### config.mk
export PLATFORM = sky130hd
export DESIGN_NAME = tlca_ctrl
export DESIGN_NICKNAME = d
export VERILOG_FILES = /design/src/hw/rtl/tlca_pkg.sv /design/src/hw/rtl/tlca_ctrl.sv
export SDC_FILE = /design/constraint.sdc
export NUM_CORES = 1
export LEC_CHECK = 0
export BUFFER_PORTS_ARGS = -buffer_cell sky130_fd_sc_hd__buf_2
export CORE_MARGIN = 1
export CORE_UTILIZATION = 50
export DETAILED_ROUTE_END_ITERATION = 8
export PLACE_DENSITY_LB_ADDON = 0.1
export SYNTH_ARGS = -nofsm -noshare
export SYNTH_HDL_FRONTEND = slang
export SYNTH_SLANG_ARGS = --single-unit
### constraint.sdc
create_clock -name aclk -period 3.93 [get_ports aclk]
set_input_delay 0.786 -clock aclk [delete_from_list [all_inputs] [get_ports aclk]]
set_output_delay 0.786 -clock aclk [all_outputs]
set_load 0.01 [all_outputs]
### src/hw/rtl/tlca_pkg.sv
// ----------------------------------------------------------------------------
// tlca_pkg
// Shared types and constants of the tree common-ancestor engine.
// ----------------------------------------------------------------------------
package tlca_pkg;

    localparam int NODE_W  = 10;
    localparam int DEPTH_W = 10;
    localparam int STEPS_W = 10;
    localparam int ANS_W   = 11;

    localparam logic [DEPTH_W-1:0] DEPTH_MAX = '1;

    typedef enum logic [1:0] {
        OP_ATTACH   = 2'd0,
        OP_ANCESTOR = 2'd1,
        OP_KTH      = 2'd2,
        OP_DISTANCE = 2'd3
    } opcode_t;

    typedef struct packed {
        opcode_t             op;
        logic [NODE_W-1:0]   node_a;
        logic [NODE_W-1:0]   node_b;
        logic [STEPS_W-1:0]  steps;
    } query_t;

endpackage

### src/hw/rtl/tlca_ctrl.sv
// ----------------------------------------------------------------------------
// tlca_ctrl
// Sequencer for attach and query items: walks the ancestor table one level
// a cycle and keeps the running nodes, depths and the answer.
// ----------------------------------------------------------------------------
module tlca_ctrl
    import tlca_pkg::*;
#(
    parameter int LEVELS  = 10,
    parameter int NODE_AW = 10,
    parameter int ANC_AW  = 14
) (
    input  logic                 aclk,
    input  logic                 aresetn,
    input  logic                 in_valid,
    output logic                 in_ready,
    input  query_t               in_item,
    output logic                 res_valid,
    input  logic                 res_ready,
    output logic [ANS_W-1:0]     res_answer,
    output logic                 anc_we,
    output logic [ANC_AW-1:0]    anc_waddr,
    output logic [NODE_W-1:0]    anc_wdata,
    output logic [ANC_AW-1:0]    anc_raddr0,
    output logic [ANC_AW-1:0]    anc_raddr1,
    input  logic [NODE_W-1:0]    anc_rdata0,
    input  logic [NODE_W-1:0]    anc_rdata1,
    output logic                 dep_we,
    output logic [NODE_AW-1:0]   dep_waddr,
    output logic [DEPTH_W-1:0]   dep_wdata,
    output logic [NODE_AW-1:0]   dep_raddr0,
    output logic [NODE_AW-1:0]   dep_raddr1,
    input  logic [DEPTH_W-1:0]   dep_rdata0,
    input  logic [DEPTH_W-1:0]   dep_rdata1
);

    localparam int LVL_W  = (LEVELS > 1) ? $clog2(LEVELS) : 1;
    localparam int LVLC_W = $clog2(LEVELS + 1);

    localparam logic [LVLC_W-1:0] LVL_TOP  = LVLC_W'(LEVELS);
    localparam logic [LVLC_W-1:0] LVL_LAST = LVLC_W'(LEVELS - 1);

    typedef enum logic [8:0] {
        ST_IDLE  = 9'b000000001,
        ST_DEPTH = 9'b000000010,
        ST_ATT   = 9'b000000100,
        ST_SWAP  = 9'b000001000,
        ST_LIFT  = 9'b000010000,
        ST_JUMP  = 9'b000100000,
        ST_FINAL = 9'b001000000,
        ST_DIST  = 9'b010000000,
        ST_DONE  = 9'b100000000
    } state_t;

    state_t              state_reg, state_next;
    opcode_t             op_reg, op_next;
    logic [NODE_W-1:0]   a_reg, a_next;
    logic [NODE_W-1:0]   b_reg, b_next;
    logic [STEPS_W-1:0]  bits_reg, bits_next;
    logic [LVLC_W-1:0]   lvl_reg, lvl_next;
    logic                pend_reg, pend_next;
    logic [DEPTH_W-1:0]  da_reg, da_next;
    logic [DEPTH_W-1:0]  db_reg, db_next;
    logic [ANS_W-1:0]    res_reg, res_next;
    logic                za0_reg, za1_reg, zd0_reg, zd1_reg;

    // Node numbers and level presented to the table read ports this cycle.
    logic [NODE_W-1:0]   anc_rnode0, anc_rnode1;
    logic [LVL_W-1:0]    anc_rlvl;
    logic [NODE_W-1:0]   dep_rnode0, dep_rnode1;
    logic [LVL_W-1:0]    anc_wlvl;

    // Read data, with node zero forced to depth 0 and all-zero ancestors.
    logic [NODE_W-1:0]   anc_q0, anc_q1;
    logic [DEPTH_W-1:0]  dep_q0, dep_q1;

    assign anc_q0 = za0_reg ? '0 : anc_rdata0;
    assign anc_q1 = za1_reg ? '0 : anc_rdata1;
    assign dep_q0 = zd0_reg ? '0 : dep_rdata0;
    assign dep_q1 = zd1_reg ? '0 : dep_rdata1;

    assign anc_raddr0 = ANC_AW'({anc_rlvl, anc_rnode0[NODE_AW-1:0]});
    assign anc_raddr1 = ANC_AW'({anc_rlvl, anc_rnode1[NODE_AW-1:0]});
    assign anc_waddr  = ANC_AW'({anc_wlvl, a_reg[NODE_AW-1:0]});
    assign dep_raddr0 = dep_rnode0[NODE_AW-1:0];
    assign dep_raddr1 = dep_rnode1[NODE_AW-1:0];
    assign dep_waddr  = a_reg[NODE_AW-1:0];

    assign in_ready   = (state_reg == ST_IDLE);
    assign res_valid  = (state_reg == ST_DONE);
    assign res_answer = res_reg;

    always_comb begin
        logic [NODE_W-1:0]  v;
        logic [NODE_W-1:0]  na;
        logic [NODE_W-1:0]  nb;
        logic               swap;
        logic [DEPTH_W+1:0] span;

        state_next = state_reg;
        op_next    = op_reg;
        a_next     = a_reg;
        b_next     = b_reg;
        bits_next  = bits_reg;
        lvl_next   = lvl_reg;
        pend_next  = pend_reg;
        da_next    = da_reg;
        db_next    = db_reg;
        res_next   = res_reg;

        anc_we     = 1'b0;
        anc_wlvl   = '0;
        anc_wdata  = b_reg;
        anc_rnode0 = '0;
        anc_rnode1 = '0;
        anc_rlvl   = '0;
        dep_we     = 1'b0;
        dep_wdata  = '0;
        dep_rnode0 = '0;
        dep_rnode1 = '0;

        v    = pend_reg ? anc_q0 : a_reg;
        na   = (anc_q0 != anc_q1) ? anc_q0 : a_reg;
        nb   = (anc_q0 != anc_q1) ? anc_q1 : b_reg;
        swap = (dep_q0 < dep_q1);
        span = {2'b00, da_reg} + {2'b00, db_reg} - {1'b0, dep_q0, 1'b0};

        unique case (state_reg)
            ST_IDLE: begin
                if (in_valid) begin
                    op_next   = in_item.op;
                    a_next    = in_item.node_a;
                    b_next    = in_item.node_b;
                    bits_next = in_item.steps;
                    lvl_next  = '0;
                    pend_next = 1'b0;
                    priority if (in_item.op == OP_ATTACH) begin
                        // attaching node zero is dropped
                        state_next = (in_item.node_a == '0) ? ST_IDLE : ST_DEPTH;
                    end else if (in_item.op == OP_KTH) begin
                        if ((32'(in_item.steps) >> LEVELS) != 0) begin
                            res_next   = '0;
                            state_next = ST_DONE;
                        end else begin
                            state_next = ST_LIFT;
                        end
                    end else begin
                        state_next = ST_DEPTH;
                    end
                end
            end
            ST_DEPTH: begin
                if (op_reg == OP_ATTACH) begin
                    // level 0 holds the parent; fetch the parent's depth
                    anc_we     = 1'b1;
                    anc_wlvl   = '0;
                    anc_wdata  = b_reg;
                    anc_rnode0 = b_reg;
                    dep_rnode0 = b_reg;
                    lvl_next   = LVLC_W'(1);
                    state_next = ST_ATT;
                end else begin
                    dep_rnode0 = a_reg;
                    dep_rnode1 = b_reg;
                    state_next = ST_SWAP;
                end
            end
            ST_ATT: begin
                if (lvl_reg == LVLC_W'(1)) begin
                    dep_we    = 1'b1;
                    dep_wdata = (b_reg == '0) ? '0 :
                                (dep_q0 == DEPTH_MAX) ? DEPTH_MAX : dep_q0 + 1'b1;
                end
                if (lvl_reg < LVL_TOP) begin
                    anc_we     = 1'b1;
                    anc_wlvl   = LVL_W'(lvl_reg);
                    anc_wdata  = anc_q0;
                    anc_rnode0 = anc_q0;
                    anc_rlvl   = LVL_W'(lvl_reg);
                end
                if (lvl_reg >= LVL_LAST) begin
                    state_next = ST_IDLE;
                end else begin
                    lvl_next = lvl_reg + 1'b1;
                end
            end
            ST_SWAP: begin
                da_next   = dep_q0;
                db_next   = dep_q1;
                a_next    = swap ? b_reg : a_reg;
                b_next    = swap ? a_reg : b_reg;
                bits_next = swap ? (dep_q1 - dep_q0) : (dep_q0 - dep_q1);
                lvl_next  = '0;
                pend_next = 1'b0;
                state_next = ST_LIFT;
            end
            ST_LIFT: begin
                if (lvl_reg == LVL_TOP) begin
                    priority if (op_reg == OP_KTH) begin
                        res_next   = ANS_W'(v);
                        state_next = ST_DONE;
                    end else if (v == b_reg) begin
                        if (op_reg == OP_ANCESTOR) begin
                            res_next   = ANS_W'(v);
                            state_next = ST_DONE;
                        end else begin
                            dep_rnode0 = v;
                            state_next = ST_DIST;
                        end
                    end else begin
                        a_next     = v;
                        anc_rnode0 = v;
                        anc_rnode1 = b_reg;
                        anc_rlvl   = LVL_W'(LEVELS - 1);
                        lvl_next   = LVL_LAST;
                        state_next = ST_JUMP;
                    end
                end else begin
                    // climb 2^lvl generations where the bit is set
                    a_next     = v;
                    anc_rnode0 = v;
                    anc_rlvl   = LVL_W'(lvl_reg);
                    pend_next  = bits_reg[0];
                    bits_next  = bits_reg >> 1;
                    lvl_next   = lvl_reg + 1'b1;
                end
            end
            ST_JUMP: begin
                a_next = na;
                b_next = nb;
                anc_rnode0 = na;
                anc_rnode1 = nb;
                if (lvl_reg == '0) begin
                    anc_rlvl   = '0;
                    state_next = ST_FINAL;
                end else begin
                    anc_rlvl = LVL_W'(lvl_reg - 1'b1);
                    lvl_next = lvl_reg - 1'b1;
                end
            end
            ST_FINAL: begin
                if (op_reg == OP_ANCESTOR) begin
                    res_next   = ANS_W'(anc_q0);
                    state_next = ST_DONE;
                end else begin
                    dep_rnode0 = anc_q0;
                    state_next = ST_DIST;
                end
            end
            ST_DIST: begin
                res_next   = span[DEPTH_W+1] ? '0 : span[ANS_W-1:0];
                state_next = ST_DONE;
            end
            ST_DONE: begin
                if (res_ready) begin
                    state_next = ST_IDLE;
                end
            end
            default: begin
                state_next = ST_IDLE;
            end
        endcase
    end

    always_ff @(posedge aclk) begin
        if (!aresetn) begin
            state_reg <= ST_IDLE;
        end else begin
            state_reg <= state_next;
        end
    end

    always_ff @(posedge aclk) begin
        op_reg   <= op_next;
        a_reg    <= a_next;
        b_reg    <= b_next;
        bits_reg <= bits_next;
        lvl_reg  <= lvl_next;
        pend_reg <= pend_next;
        da_reg   <= da_next;
        db_reg   <= db_next;
        res_reg  <= res_next;
        za0_reg  <= (anc_rnode0 == '0);
        za1_reg  <= (anc_rnode1 == '0);
        zd0_reg  <= (dep_rnode0 == '0);
        zd1_reg  <= (dep_rnode1 == '0);
    end

endmodule
**Word-level counts from Yosys, hierarchy flattened**

Index checks and enable logic that the tools add are counted.
W data, S select, Z words.

- Logic and storage cells: 165
- Output and inout bits: 107
- Input bits: 76
- Register bits after elaboration: 81

- Magnitude comparators: 3
- Reductions and logical operators: 21
- Add/subtract/negate cells: 7
- Muxes and demuxes: 88
- Eq/ne operators: 32

Operator list:

| operator | count |
|---|---|
| $mux W10 | 39 |
| $pmux W10 S3 | 3 |
| $pmux W9 S9 | 1 |
| $pmux W10 S4 | 2 |
| $mux W9 | 8 |
| $mux W11 | 6 |
| $logic_not A10 Y1 | 6 |
| $mux W4 | 14 |
| $pmux W11 S3 | 1 |
| $pmux W4 S6 | 1 |
| $ne A2 B2 Y1 const B | 10 |
| $pmux W10 S2 | 1 |
| $sub A10 B10 Y10 | 2 |
| $reduce_and A5 Y1 | 3 |
| $ne A3 B3 Y1 const B | 4 |
| $pmux W4 S3 | 1 |
| $sub A11 B11 Y12 | 1 |
| $add A10 B10 Y11 | 1 |
| $add A10 B1 Y10 const B | 1 |
| $eq A10 B10 Y1 | 1 |
| $eq A10 B10 Y1 const B | 1 |
| $lt A10 B10 Y1 | 1 |
| $mux W5 | 2 |
| $ne A10 B10 Y1 | 1 |
| other kinds (30) | 40 |

**Depth between registers and ports, before layout**

- Depth after elaboration: 8
- Depth in mapped cells: 15
- Depth with buffers taken out: 14

**Worst setup path before layout**

No wires, ideal clock.

- Kind: input -> register
- Start: in dep_rdata0[5]
- End: reg b_reg[0], enable pin
- Arrival time: 3.499 ns
- Data required time: 3.537 ns
- Stages: 9
- Setup slack: 0.038 ns
- Library setup time: 0.393 ns
- Path through: nor2b_1 > inv_1 > ha_1 > o21a_1 > o21a_1 > o22ai_1 > o21ai_1 > clkbuf_1 > a211oi_1

- Longest elaborated chain between the ends: 4

Ends and longest elaborated chain:

| item | line | RTL |
|---|---|---|
| from (decl) | tlca_ctrl.sv:33 | `input logic [DEPTH_W-1:0] dep_rdata0,` |
| $mux W10 | tlca_ctrl.sv:79 | `assign dep_q0 = zd0_reg ? '0 : dep_rdata0;` |
| $lt A10 B10 Y1 | tlca_ctrl.sv:125 | `swap = (dep_q0 < dep_q1);` |
| $ne A2 B2 Y1 (no source line) | - |  |
| $reduce_and A3 Y1 (no source line) | - |  |
| to (signal assigned) | tlca_ctrl.sv:276 | `b_reg <= b_next;` |
| to (decl) | tlca_ctrl.sv:58 | `logic [NODE_W-1:0] b_reg, b_next;` |

No other way between the ends.
A chain may end at the register's enable or synchronous reset.

**Final worst setup path**

- Start: in anc_rdata0[4]
- End: out dep_raddr0[7]

- Longest elaborated chain between the ends: 7

Ends and longest elaborated chain:

| item | line | RTL |
|---|---|---|
| from (decl) | tlca_ctrl.sv:26 | `input logic [NODE_W-1:0] anc_rdata0,` |
| $mux W10 | tlca_ctrl.sv:77 | `assign anc_q0 = za0_reg ? '0 : anc_rdata0;` |
| $mux W10 | tlca_ctrl.sv:122 | `v = pend_reg ? anc_q0 : a_reg;` |
| $eq A10 B10 Y1 | tlca_ctrl.sv:202 | `end else if (v == b_reg) begin` |
| $mux W10 | tlca_ctrl.sv:202 |  |
| $mux W10 | tlca_ctrl.sv:199 | `priority if (op_reg == OP_KTH) begin` |
| $mux W10 | tlca_ctrl.sv:198 | `if (lvl_reg == LVL_TOP) begin` |
| $pmux W10 S3 | tlca_ctrl.sv:128 | `unique case (state_reg)` |
| to (decl) | tlca_ctrl.sv:31 | `output logic [NODE_AW-1:0] dep_raddr0,` |

No other way between the ends.

==> metrics.yaml <==
clock_tree:
  insertion_delay_ns: 0.35
  holdBufCountCts: 0
  cts_inserted_buffers: 9
  clock_path_buffers: 2
  cts-root-buf: "clkbuf_16"
  clock_sinks: 81
  cts_tree: "built"
  htree_levels: 3
  clk_pin_slew_ns: 0.06
min_path:
  hp-class: "flop to flop"
  hold-path-cell-count: 2
critical_path:
  crit_chain: "buf_2 -> nor2b_1 -> mux2i_2 -> xnor2_1 -> nor4_2 -> nand4_1 -> or2_1 -> or3_4 -> o21ai_1 -> buf_2"
  required_ns: 3.14
  r2r_cells: 14
  critPathCaptureType: "output port"
  path_class: "primary input to output port"
  cp.arrival_ns: 3.02
  worst-path-max-fanout: 11
  path_common_cell: "buf_2"
  cp-start-kind: "primary input"
  cp_slowest_cell: "or3_4"
  cp_slowest_stage_delay_ns: 0.43
place:
  io_buffers: 182
  hpwl_um: 20500
  place_congestion: 1.02
  place_area_um2: 9090
logic_synthesis:
  synth_top_flop_cell: "edfxtp_1"
  synth_top_cell_by_area: "edfxtp_1"
  ys_warn_count: 0
  synthTopCellsByArea: "edfxtp_1 (27%), ha_1 (6.3%), a21oi_1 (5.7%)"
  synth_cells: 929
  synth.avg_cell_area_um2: 8.28
  ys_types: 72
  synth_top_area_share_pct: 26.5
  yosysSeqAreaShare_pct: 29.9
  syn-num-nets: 1055
  synth.cell_area_um2: 7690
  ys_ff_latch: 81
  async_flop_share_pct: 0
  synth-edff-count: 68
outcome:
  status: "complete, no violations"
power_and_ir_drop:
  powerDensity_nw_per_um2: 573
  p_leak_nw: 4.37
  peakVddDrop_mv: 0.390
  power.total_mw: 5.44
routing:
  routed_wl_um: 26700
  dr.pass1.iters: 7
  routedWlPerCell_um: 20.2
  drc: 0
  first_iter_violations: 948
  vias_per_cell: 6.12
  ant_nets: 0
  num_vias: 8083
timing:
  final.setup_skew_ns: 0.00787
  slew_headroom_pct: 34.1
  fmax_ghz: 0.263
  holdWs_ns: 0.544
  fin_crit_sh_pct: 96.8
  worst_pin_slew_ns: 0.984
  finalSetupViolations: 0
  hold_violations: 0
  slew_viol_final: 0
  fin_crit_ns: 3.81
  rsz0062_at_grt: "false"
  tns_ns: 0
cells_and_area:
  fin_area_um2: 9500
  drive_above_1_share_pct: 27.3
  diodes: 0
  area_delta_synth_final_pct: 23.4
  ff_latch_area_um2: 2310
  fill_cells: 1356
  multi_input_area_um2: 4790
  largest_reg_flops: 11
  nNetsFinal: 1258
floorplan:
  core_area_um2: 14800
  num_io_pins: 183
  die_w_um: 126
  dieArea_um2: 15900
  die_h_um: 126
  rows: 44
  initial_utilization_pct: 52.1
global_route:
  antenna_found_initial: 0
  overflow: 0
  grt_pass1_wl_um: 40900
  grt_pass1_vias: 7451
  grt_max_degree: 46
  gr-usage-all-layers_pct: 33.5
run:
  cap_viol_max_count: 0
-- Yosys cell counts (7+ instances only) --
master,instances
nor2_1,63
a221oi_1,9
nor4_1,12
o21bai_1,9
clkbuf_1,45
nand3_1,14
ha_1,39
a31oi_1,9
nor2b_1,23
edfxtp_1,68
a22oi_1,23
inv_1,82
o22ai_1,8
nand2b_1,30
o21ai_1,7
xnor2_1,23
a21oi_1,88
nand2_1,60
mux2i_1,18
nor3_1,18
o21ai_0,66
and3_1,15
a211oi_1,7
buf_4,19
and2_1,15
fa_1,11
xor2_1,11
dfxtp_1,13
a22o_1,14
-- stage by stage --
step | instances | setup WS (ns) | util, %
final | 1320 | 0.124 | 64.4
after floorplan | 929 | 0.0377 | -
after CTS | 1316 | 0.0164 | 63.9
after global routing | 1320 | 0.0248 | 64.4
after global placement | 1301 | -0.0225 | 61.6
after detailed placement | 1301 | -0.0764 | 61.6
-- final timing paths --
kind / startpoint / end / slack, ns
worst max-delay path: anc_rdata0[4] / dep_raddr0[7] / 0.12
worst min-delay path: bits_reg[1] / bits_reg[0] / 0.54
worst max register to register: zd1_reg / bits_reg[7] / 0.40
worst min register to register: bits_reg[1] / bits_reg[0] / 0.54
-- critical path: cells and delay by family --
family	cells	cell delay (ns)
multiplexers	1	0.14
XOR/XNOR	1	0.15
buffers and inverters	2	0.23
AO/OA/AOI/OAI	1	0.16
AND/OR/NAND/NOR	5	1.54
-- power breakdown --
group / switching (mW) / internal (mW)
Combinational: 1.81 / 1.22
Clock: 0.362 / 0.557
Sequential: 0.259 / 1.24
Total: 2.43 / 3.01
-- layout make-up --
class	count	share of cell area, %
Inverter	83	3.29
Timing Repair Buffer	261	16.2
Tap cell	184	2.42
Multi-Input combinational cell	696	50.4
Sequential cell	81	24.3
Clock buffer	9	2.37
Clock inverter	6	0.975
-- per-layer routing --
layer	vias to the layer above	GRT usage, %	routed length (um)	part of all wire [%]
met4	0	13.0	875	3.3
li1	3760	-	-	-
met3	82	8.50	3160	12
met5	-	0	0	0
met2	540	50.4	11500	43
met1	3701	46.0	11100	42
-- cell usage in the layout, fill, tap and decap left out, drive strengths merged, types with 6 or more instances in the layout --
cell type	count
buf	261
a21oi	88
inv	83
o21ai	75
edfxtp	68
nor2	63
nand2	60
ha	39
nand2b	30
a22oi	23
xnor2	23
nor2b	23
mux2i	20
nor3	19
nor4	17
and3	15
and2	15
nand3	14
a22o	14
dfxtp	13
xor2	11
fa	11
a31oi	9
o21bai	9
clkbuf	9
a221oi	9
o22ai	8
a211oi	7
o211ai	6
nor3b	6
a21o	6
or3	6
-- logic make-up after synthesis --
logic type,share of synthesized area (%)
multiplexers,3.29
buffers and inverters,8.52
AND/OR/NAND/NOR,21.5
adder cells (fa/ha/maj),9.20
flip-flops,29.9
AO/OA/AOI/OAI,23.7
XOR/XNOR,3.87
-- repair_timing --
action / 4_1_cts / 5_1_grt
setup endpoints to repair: 32 / 36
buffers inserted: 0 / 4
pin swaps: 0 / 1
gates cloned: 0 / 0
resized for setup: 4 / 8
Power figures use the tool's default switching activity.
